File: src/brle_pkg.sv
// Shared types and constants of the BMP RLE8 decoder.
`default_nettype none
package brle_pkg;

	localparam int DimW = 13;
	localparam logic [DimW-1:0] MaxWidth  = 13'd4096;
	localparam logic [DimW-1:0] MaxHeight = 13'd4096;

	localparam int AddrW = 3;

	localparam logic REG_IMAGE_WIDTH  = 1'b0;
	localparam logic REG_IMAGE_HEIGHT = 1'b1;

	typedef enum logic [1:0] {
		KIND_SPAN      = 2'd0,
		KIND_OK        = 2'd1,
		KIND_DELTA_CUT = 2'd2
	} kind_t;

	typedef enum logic [2:0] {
		PH_COUNT = 3'd0,
		PH_VALUE = 3'd1,
		PH_DX    = 3'd2,
		PH_DY    = 3'd3,
		PH_LIT   = 3'd4,
		PH_PAD   = 3'd5,
		PH_STOP  = 3'd6
	} phase_t;

	typedef struct packed {
		logic [DimW-1:0] width;
		logic [DimW-1:0] height;
	} cfg_t;

	typedef struct packed {
		kind_t       kind;
		logic [11:0] row;
		logic [11:0] column;
		logic [7:0]  span_length;
		logic [7:0]  pixel_value;
		logic        last_of_run;
	} result_t;

	typedef struct packed {
		logic [1:0] cnt;
		result_t    res0;
		result_t    res1;
	} push_t;

endpackage
`default_nettype wire

File: src/brle_regs.sv
// APB configuration registers: image width and height.
`default_nettype none
module brle_regs (
	input  wire                        clk,
	input  wire                        arst_n,
	input  wire                        psel,
	input  wire                        penable,
	input  wire                        pwrite,
	input  wire [brle_pkg::AddrW-1:0]  paddr,
	input  wire [31:0]                 pwdata,
	output logic [31:0]                prdata,
	output logic                       pready,
	output brle_pkg::cfg_t             cfg
);
	import brle_pkg::*;

	logic [DimW-1:0] width_q;
	logic [DimW-1:0] height_q;
	logic            wr_en;

	assign wr_en  = psel && penable && pwrite;
	assign pready = 1'b1;

	always_ff @(posedge clk or negedge arst_n) begin
		if (!arst_n) begin
			width_q  <= 13'd4096;
			height_q <= 13'd4096;
		end else if (wr_en) begin
			if (paddr[2] == REG_IMAGE_WIDTH) begin
				width_q <= pwdata[DimW-1:0];
			end else begin
				height_q <= pwdata[DimW-1:0];
			end
		end
	end

	always_comb begin
		if (paddr[2] == REG_IMAGE_HEIGHT) begin
			prdata = {19'd0, height_q};
		end else begin
			prdata = {19'd0, width_q};
		end
	end

	assign cfg.width  = width_q;
	assign cfg.height = height_q;

endmodule
`default_nettype wire

File: src/brle_parse.sv
// Input register, parse state and per-byte result generation.
`default_nettype none
module brle_parse (
	input  wire             clk,
	input  wire             arst_n,
	input  brle_pkg::cfg_t  cfg,
	input  wire             in_valid,
	output logic            in_ready,
	input  wire [7:0]       byte_in,
	input  wire             end_of_stream,
	input  wire             space_ok,
	output brle_pkg::push_t push
);
	import brle_pkg::*;

	logic            valid_s1;
	logic [7:0]      byte_s1;
	logic            eos_s1;
	logic            advance;

	phase_t          phase_q, phase_d;
	logic [DimW-1:0] col_q, col_d;
	logic [DimW-1:0] row_q, row_d;
	logic [7:0]      held_q, held_d;
	logic [7:0]      lit_q, lit_d;
	logic            pad_q, pad_d;

	logic [DimW-1:0] w, h, room;
	logic [DimW:0]   col_sum, row_sum;
	logic [7:0]      len;
	logic [7:0]      lit_dec;
	logic            span_hit;
	logic            delta_cut;
	result_t         span_res, fin_res;

	assign advance  = valid_s1 && space_ok;
	assign in_ready = !valid_s1 || space_ok;

	always_ff @(posedge clk or negedge arst_n) begin
		if (!arst_n) begin
			valid_s1 <= 1'b0;
		end else if (in_valid && in_ready) begin
			valid_s1 <= 1'b1;
		end else if (advance) begin
			valid_s1 <= 1'b0;
		end
	end

	always_ff @(posedge clk) begin
		if (in_valid && in_ready) begin
			byte_s1 <= byte_in;
			eos_s1  <= end_of_stream;
		end
	end

	always_comb begin
		w        = (cfg.width > MaxWidth) ? MaxWidth : cfg.width;
		h        = (cfg.height > MaxHeight) ? MaxHeight : cfg.height;
		room     = w - col_q;
		len      = ({5'd0, held_q} < room) ? held_q : room[7:0];
		col_sum  = {1'b0, col_q} + {6'd0, byte_s1};
		row_sum  = {1'b0, row_q} + {6'd0, byte_s1};
		lit_dec  = lit_q - 8'd1;

		phase_d   = phase_q;
		col_d     = col_q;
		row_d     = row_q;
		held_d    = held_q;
		lit_d     = lit_q;
		pad_d     = pad_q;
		span_hit  = 1'b0;
		delta_cut = 1'b0;

		span_res             = '0;
		span_res.kind        = KIND_SPAN;
		span_res.row         = row_q[11:0];
		span_res.column      = col_q[11:0];
		span_res.pixel_value = byte_s1;
		span_res.last_of_run = !eos_s1;

		case (phase_q)
			PH_COUNT: begin
				if (row_q >= h) begin
					phase_d = PH_STOP;
				end else begin
					held_d  = byte_s1;
					phase_d = PH_VALUE;
				end
			end
			PH_VALUE: begin
				phase_d = PH_COUNT;
				held_d  = 8'd0;
				if (held_q != 8'd0) begin
					if (col_q < w) begin
						span_hit             = 1'b1;
						span_res.span_length = len;
						col_d                = col_q + {5'd0, len};
					end
				end else if (byte_s1 == 8'd0) begin
					col_d = '0;
					row_d = (({1'b0, row_q} + 14'd1) > {1'b0, h}) ? h : row_q + 13'd1;
				end else if (byte_s1 == 8'd1) begin
					phase_d = PH_STOP;
				end else if (byte_s1 == 8'd2) begin
					phase_d   = PH_DX;
					delta_cut = 1'b1;
				end else begin
					lit_d   = byte_s1;
					pad_d   = byte_s1[0];
					phase_d = PH_LIT;
				end
			end
			PH_DX: begin
				col_d     = (col_sum > {1'b0, w}) ? w : col_sum[DimW-1:0];
				phase_d   = PH_DY;
				delta_cut = 1'b1;
			end
			PH_DY: begin
				row_d   = (row_sum > {1'b0, h}) ? h : row_sum[DimW-1:0];
				phase_d = PH_COUNT;
			end
			PH_LIT: begin
				if (col_q < w) begin
					span_hit             = 1'b1;
					span_res.span_length = 8'd1;
					col_d                = col_q + 13'd1;
				end
				lit_d = lit_dec;
				if (lit_dec == 8'd0) begin
					phase_d = pad_q ? PH_PAD : PH_COUNT;
				end
			end
			PH_PAD: begin
				pad_d   = 1'b0;
				phase_d = PH_COUNT;
			end
			default: begin
				phase_d = PH_STOP;
			end
		endcase

		fin_res             = '0;
		fin_res.kind        = delta_cut ? KIND_DELTA_CUT : KIND_OK;
		fin_res.last_of_run = 1'b1;

		if (eos_s1) begin
			phase_d = PH_COUNT;
			col_d   = '0;
			row_d   = '0;
			held_d  = 8'd0;
			lit_d   = 8'd0;
			pad_d   = 1'b0;
		end

		push.cnt  = 2'(span_hit) + 2'(eos_s1);
		push.res0 = span_hit ? span_res : fin_res;
		push.res1 = fin_res;
		if (!advance) begin
			push.cnt = 2'd0;
		end
	end

	always_ff @(posedge clk or negedge arst_n) begin
		if (!arst_n) begin
			phase_q <= PH_COUNT;
			col_q   <= '0;
			row_q   <= '0;
			held_q  <= 8'd0;
			lit_q   <= 8'd0;
			pad_q   <= 1'b0;
		end else if (advance) begin
			phase_q <= phase_d;
			col_q   <= col_d;
			row_q   <= row_d;
			held_q  <= held_d;
			lit_q   <= lit_d;
			pad_q   <= pad_d;
		end
	end

endmodule
`default_nettype wire

File: src/brle_outq.sv
// Four-entry result queue taking up to two results per cycle.
`default_nettype none
module brle_outq (
	input  wire              clk,
	input  wire              arst_n,
	input  brle_pkg::push_t  push,
	output logic             space_ok,
	output logic             out_valid,
	input  wire              out_ready,
	output brle_pkg::result_t head
);
	import brle_pkg::*;

	result_t    q_mem [4];
	logic [1:0] wr_ptr_q;
	logic [1:0] rd_ptr_q;
	logic [2:0] count_q;
	logic       pop;

	assign out_valid = (count_q != 3'd0);
	assign pop       = out_valid && out_ready;
	assign space_ok  = (count_q <= 3'd2);
	assign head      = q_mem[rd_ptr_q];

	always_ff @(posedge clk) begin
		if (push.cnt != 2'd0) begin
			q_mem[wr_ptr_q] <= push.res0;
		end
		if (push.cnt == 2'd2) begin
			q_mem[wr_ptr_q + 2'd1] <= push.res1;
		end
	end

	always_ff @(posedge clk or negedge arst_n) begin
		if (!arst_n) begin
			wr_ptr_q <= 2'd0;
			rd_ptr_q <= 2'd0;
			count_q  <= 3'd0;
		end else begin
			wr_ptr_q <= wr_ptr_q + push.cnt;
			rd_ptr_q <= rd_ptr_q + 2'(pop);
			count_q  <= count_q + 3'(push.cnt) - 3'(pop);
		end
	end

endmodule
`default_nettype wire

File: src/bmp_rle8_decoder.sv
// Top level of the BMP RLE8 decoder: config registers, parser and result queue.
// Accepts one compressed byte per cycle on a valid/ready channel and returns
// pixel spans and a finish beat on a second valid/ready channel. The results of
// a byte pass through the input register, then the parse logic, which writes them
// into the result queue once it has room; throughput is one byte per cycle while
// results are taken. The byte marked end_of_stream yields an extra finish beat,
// so the queue absorbs up to two beats per byte and input stalls only when it is
// nearly full. Width and height registers sit at byte addresses 0 and 4; the user
// must write them only while the decoder is idle, which the block does not enforce.
`default_nettype none
module bmp_rle8_decoder (
	input  wire                       clk,
	input  wire                       arst_n,
	input  wire                       psel,
	input  wire                       penable,
	input  wire                       pwrite,
	input  wire [brle_pkg::AddrW-1:0] paddr,
	input  wire [31:0]                pwdata,
	output logic [31:0]               prdata,
	output logic                      pready,
	input  wire                       in_valid,
	output logic                      in_ready,
	input  wire [7:0]                 byte_in,
	input  wire                       end_of_stream,
	output logic                      out_valid,
	input  wire                       out_ready,
	output logic [1:0]                kind,
	output logic [11:0]               row,
	output logic [11:0]               column,
	output logic [7:0]                span_length,
	output logic [7:0]                pixel_value,
	output logic                      last_of_run
);
	import brle_pkg::*;

	cfg_t    cfg;
	push_t   push;
	logic    space_ok;
	result_t head;

	brle_regs u_regs (
		.clk     (clk),
		.arst_n  (arst_n),
		.psel    (psel),
		.penable (penable),
		.pwrite  (pwrite),
		.paddr   (paddr),
		.pwdata  (pwdata),
		.prdata  (prdata),
		.pready  (pready),
		.cfg     (cfg)
	);

	brle_parse u_parse (
		.clk           (clk),
		.arst_n        (arst_n),
		.cfg           (cfg),
		.in_valid      (in_valid),
		.in_ready      (in_ready),
		.byte_in       (byte_in),
		.end_of_stream (end_of_stream),
		.space_ok      (space_ok),
		.push          (push)
	);

	brle_outq u_outq (
		.clk       (clk),
		.arst_n    (arst_n),
		.push      (push),
		.space_ok  (space_ok),
		.out_valid (out_valid),
		.out_ready (out_ready),
		.head      (head)
	);

	assign kind        = head.kind;
	assign row         = head.row;
	assign column      = head.column;
	assign span_length = head.span_length;
	assign pixel_value = head.pixel_value;
	assign last_of_run = head.last_of_run;

endmodule
`default_nettype wire
File: config.mk
export PLATFORM = sky130hd
export DESIGN_NAME = bmp_rle8_decoder
export DESIGN_NICKNAME = d
export VERILOG_FILES = /design/src/brle_pkg.sv /design/src/brle_regs.sv /design/src/brle_parse.sv /design/src/brle_outq.sv /design/src/bmp_rle8_decoder.sv
export SDC_FILE = /design/constraint.sdc
export NUM_CORES = 1
export LEC_CHECK = 0
export BUFFER_PORTS_ARGS = -buffer_cell sky130_fd_sc_hd__buf_2
export CORE_UTILIZATION = 46
export DETAILED_ROUTE_END_ITERATION = 6
export GPL_TIMING_DRIVEN = 0
export PLACE_DENSITY = 0.71
export SYNTH_ARGS = -nofsm -noshare
export SYNTH_HDL_FRONTEND = slang
export SYNTH_SLANG_ARGS = --single-unit
File: constraint.sdc
create_clock -name clk -period 16.63 [get_ports clk]
set_input_delay 3.326 -clock clk [delete_from_list [all_inputs] [get_ports clk]]
set_output_delay 3.326 -clock clk [all_outputs]
set_load 0.02 [all_outputs]
==> results.sh <==
export IMPL_status="finished clean"
export IMPL_drtIter0Drc=1301
export IMPL_ys_flop_type="dfxtp_1"
export IMPL_r2r_end="u_parse.col_q[10]"
export IMPL_finalCritPeriodShare_pct=47.65
export IMPL_drive_gt1_share_pct=17.97
export IMPL_power_density_mw_per_mm2=205.0
export IMPL_holdPathStages=2
export IMPL_clk_pin_slew_ns=0.06
export IMPL_postRouteAntennaNets=0
export IMPL_grt_pass1_wl_um=71420
export IMPL_setup_viol=0
export IMPL_finalNonFillerCells=2145
export IMPL_synth_xor_area_share_pct=3.563
export IMPL_leakage_nw=7.701
export IMPL_ios=129
export IMPL_synth_compound_area_share_pct=23.19
export IMPL_fin_ws_ns=8.706
export IMPL_end_kind="output port"
export IMPL_regArea_mm2=0.005798
export IMPL_nFillCells=2929
export IMPL_via_count=13140
export IMPL_finClkSkew_ns=0.01199
export IMPL_worstHoldEndpoint="u_outq.q_mem[2][14]"
export IMPL_hold_viol_final=0
export IMPL_min_path_type="flip-flop to flip-flop"
export IMPL_syn_inst=1541
export IMPL_synth_edf_count=17
export IMPL_h_tree_depth=1
export IMPL_cts_sinks=261
export IMPL_hp_start="u_outq.q_mem[2][14]"
export IMPL_postCtsSetupBuffers=0
export IMPL_maxSlewHeadroom_pct=6.316
export IMPL_synth_cell_type_count=91
export IMPL_dp_cells=2090
export IMPL_gp_congestion=0.9695
export IMPL_synth_area_mm2=0.01535
export IMPL_worst_pin_slew_ns=1.370
export IMPL_tritoncts="built"
export IMPL_yosys_warnings=0
export IMPL_hold_buffers=0
export IMPL_grt_overflow_total=0
export IMPL_final_area_mm2=0.01755
export IMPL_ff2ff_setup_slack_ns=9.44
export IMPL_crit_path_max_fanout=10
export IMPL_timing_final_crit_period_ns=7.924
export IMPL_fin_tns_setup_ns=0
export IMPL_place_area_mm2=0.01646
export IMPL_vias_per_cell=6.124
export IMPL_first_global_vias=12780
export IMPL_clk_path_buf_depth=3
export IMPL_ys_seq_elements=261
export IMPL_worst_setup_path_type="input port to output port"
export IMPL_die_height_um=184.7
export IMPL_fmax_mhz=126.2
export IMPL_syn_avg_cell_area_um2=9.959
export IMPL_worstSkewPairLatency_ns=0.57
export IMPL_place_hpwl_um=34020
export IMPL_design_core_area_mm2=0.03270
export IMPL_synth_area_mux_share_pct=10.19
export IMPL_slew_viol_final=0
export IMPL_synth_seq_area_share_pct=37.78
export IMPL_maxCapViolCount=0
export IMPL_totalWireLength_um=45290
export IMPL_vdd_ir_drop_max_mv=0.1049
export IMPL_grt_use_total_pct=26.87
export IMPL_yosys_area_share_simple_pct=10.80
export IMPL_area_delta_synth_final_pct=14.36
export IMPL_grt_start_max_net_pins=63
export IMPL_cp_start_kind="input port"
export IMPL_synth_top_area_share_pct=21.39
export IMPL_fin_nets=1836
export IMPL_r2r_start="u_regs.width_q[12]"
export IMPL_n_antenna_cell=0
export IMPL_rsz0062_at_grt="false"
export IMPL_antenna_found_initial=0
export IMPL_die_area_mm2=0.03410
export IMPL_cts_resized=0
export IMPL_r2r_cells=32
export IMPL_crit_required_ns=13.30
export IMPL_start_util_pct=46.93
export IMPL_num_rows=66
export IMPL_die_width_um=184.7
export IMPL_yosys_area_top_type="dfxtp_1"
export IMPL_cts_root_buf="clkbuf_16"
export IMPL_synthAdderAreaFrac_pct=8.960
export IMPL_place_ws_ns=8.703
export IMPL_drc=0
export IMPL_drtPass1Iterations=7
export IMPL_numCtsBuffers=29
export IMPL_wl_per_cell_um=21.11
export IMPL_synth_top_family_by_area="compound AO/OA/AOI/OAI gates"
export IMPL_postSynth_asyncResetShare_pct=30.65
export IMPL_multi_input_area_mm2=0.008791
export IMPL_synthTopCellsByArea="dfxtp_1 (21%), dfrtp_1 (13%), ha_1 (8.2%), a22o_1 (8.2%), mux4_2 (6.3%)"
export IMPL_worstPathArrival_ns=4.60
export IMPL_portBuffers=86
## cells in the final DEF, fill, tap and decap left out, types with 39 or more instances in the layout
cell type  synthesis  final
o21ai_0           63     63
a22o_1           143    143
a21oi_1           69     69
nor2_1            75     75
inv_1             73     73
dfrtp_1           78     78
mux4_2            43     43
mux2_2            44     44
clkbuf_1          74     76
buf_2             14    100
xnor2_1           39     39
nand2_1          121    121
ha_1             101    101
dfxtp_1          164    164
## logic make-up after synthesis
family / count (synthesis)
buffers and inverters: 193
AOI/OAI and AO/OA: 475
and+or+nand+nor: 345
DFF: 261
adders and majority gates: 108
other: 2
muxes: 97
xor gates and xnor gates: 60
## per-layer routing
layer | routed length (um) | GRT usage [%] | up-vias
met2 | 20060 | 42.32 | 561
met5 | 66 | 1.481 | -
met3 | 3273 | 3.616 | 116
met1 | 20100 | 37.02 | 6453
li1 | - | - | 6005
met4 | 1789 | 10.84 | 2
## sequential cells by signal, indices dropped and copies added (netlist names)
register / count
u_regs.width_q: 13
u_parse.phase_q: 3
u_outq.count_q: 3
u_parse.lit_q: 8
u_outq.rd_ptr_q: 2
u_regs.height_q: 13
u_parse.held_q: 8
u_parse.eos_s1: 1
u_parse.pad_q: 1
u_outq.q_mem: 172
u_parse.row_q: 13
u_parse.valid_s1: 1
u_parse.byte_s1: 8
u_outq.wr_ptr_q: 2
u_parse.col_q: 13
## metrics by stage
stage / power [W] / hold slack [ns] / utilization, %
after floorplan: 0.002316 / 0.4198 / -
after global placement: 0.002787 / 0.4287 / 50.15
after detailed placement: 0.002842 / 0.4401 / 50.33
after CTS: 0.003573 / 0.4490 / 53.65
after global routing: 0.003822 / 0.4680 / 53.67
final: 0.003597 / 0.4481 / 53.67
## how the worst max path moves through the flow
| stage | endpoint | startpoint | cells past startpoint | slack (ns) |
|---|---|---|---|---|
| 2_1_floorplan | prdata[10] | paddr[2] | 3 | 9.00 |
| 3_3_place_gp | prdata[8] | paddr[2] | 4 | 8.68 |
| 3_5_place_dp | prdata[4] | paddr[2] | 4 | 8.70 |
| 4_1_cts | prdata[4] | paddr[2] | 4 | 8.69 |
| 5_1_grt | prdata[7] | paddr[2] | 4 | 8.60 |
| 6_report | prdata[4] | paddr[2] | 4 | 8.71 |
## cell usage after synthesis (all sizes together) (43+ instances only)
cell type  number
a21oi          70
dfxtp         164
clkbuf         74
a22o          143
nor2           77
ha            101
o21ai          82
inv            74
buf            44
mux4           43
dfrtp          78
mux2           44
nand2         121
## critical path, cell delays in order
cell and delay (ns):
clkbuf_1 0.25, clkbuf_1 0.45, mux2_2 0.41, buf_2 0.16
## area by class of cell
| class | instances | share of cell area (%) |
|---|---|---|
| buffer | 118 | 3.180 |
| sequential | 261 | 33.04 |
| clock buffer | 37 | 4.712 |
| tap | 442 | 3.151 |
| multi-input combinational | 1105 | 50.09 |
| clock inverter | 17 | 1.490 |
| inverter | 75 | 1.604 |
| timing repair buffer | 90 | 2.738 |
## power by group
group	switching (W)	internal, W
Sequential	0.000152	0.000798
Clock	0.000276	0.000447
Combinational	0.00116	0.000763
Total	0.00159	0.00201
(Power assumes the default switching activity.)
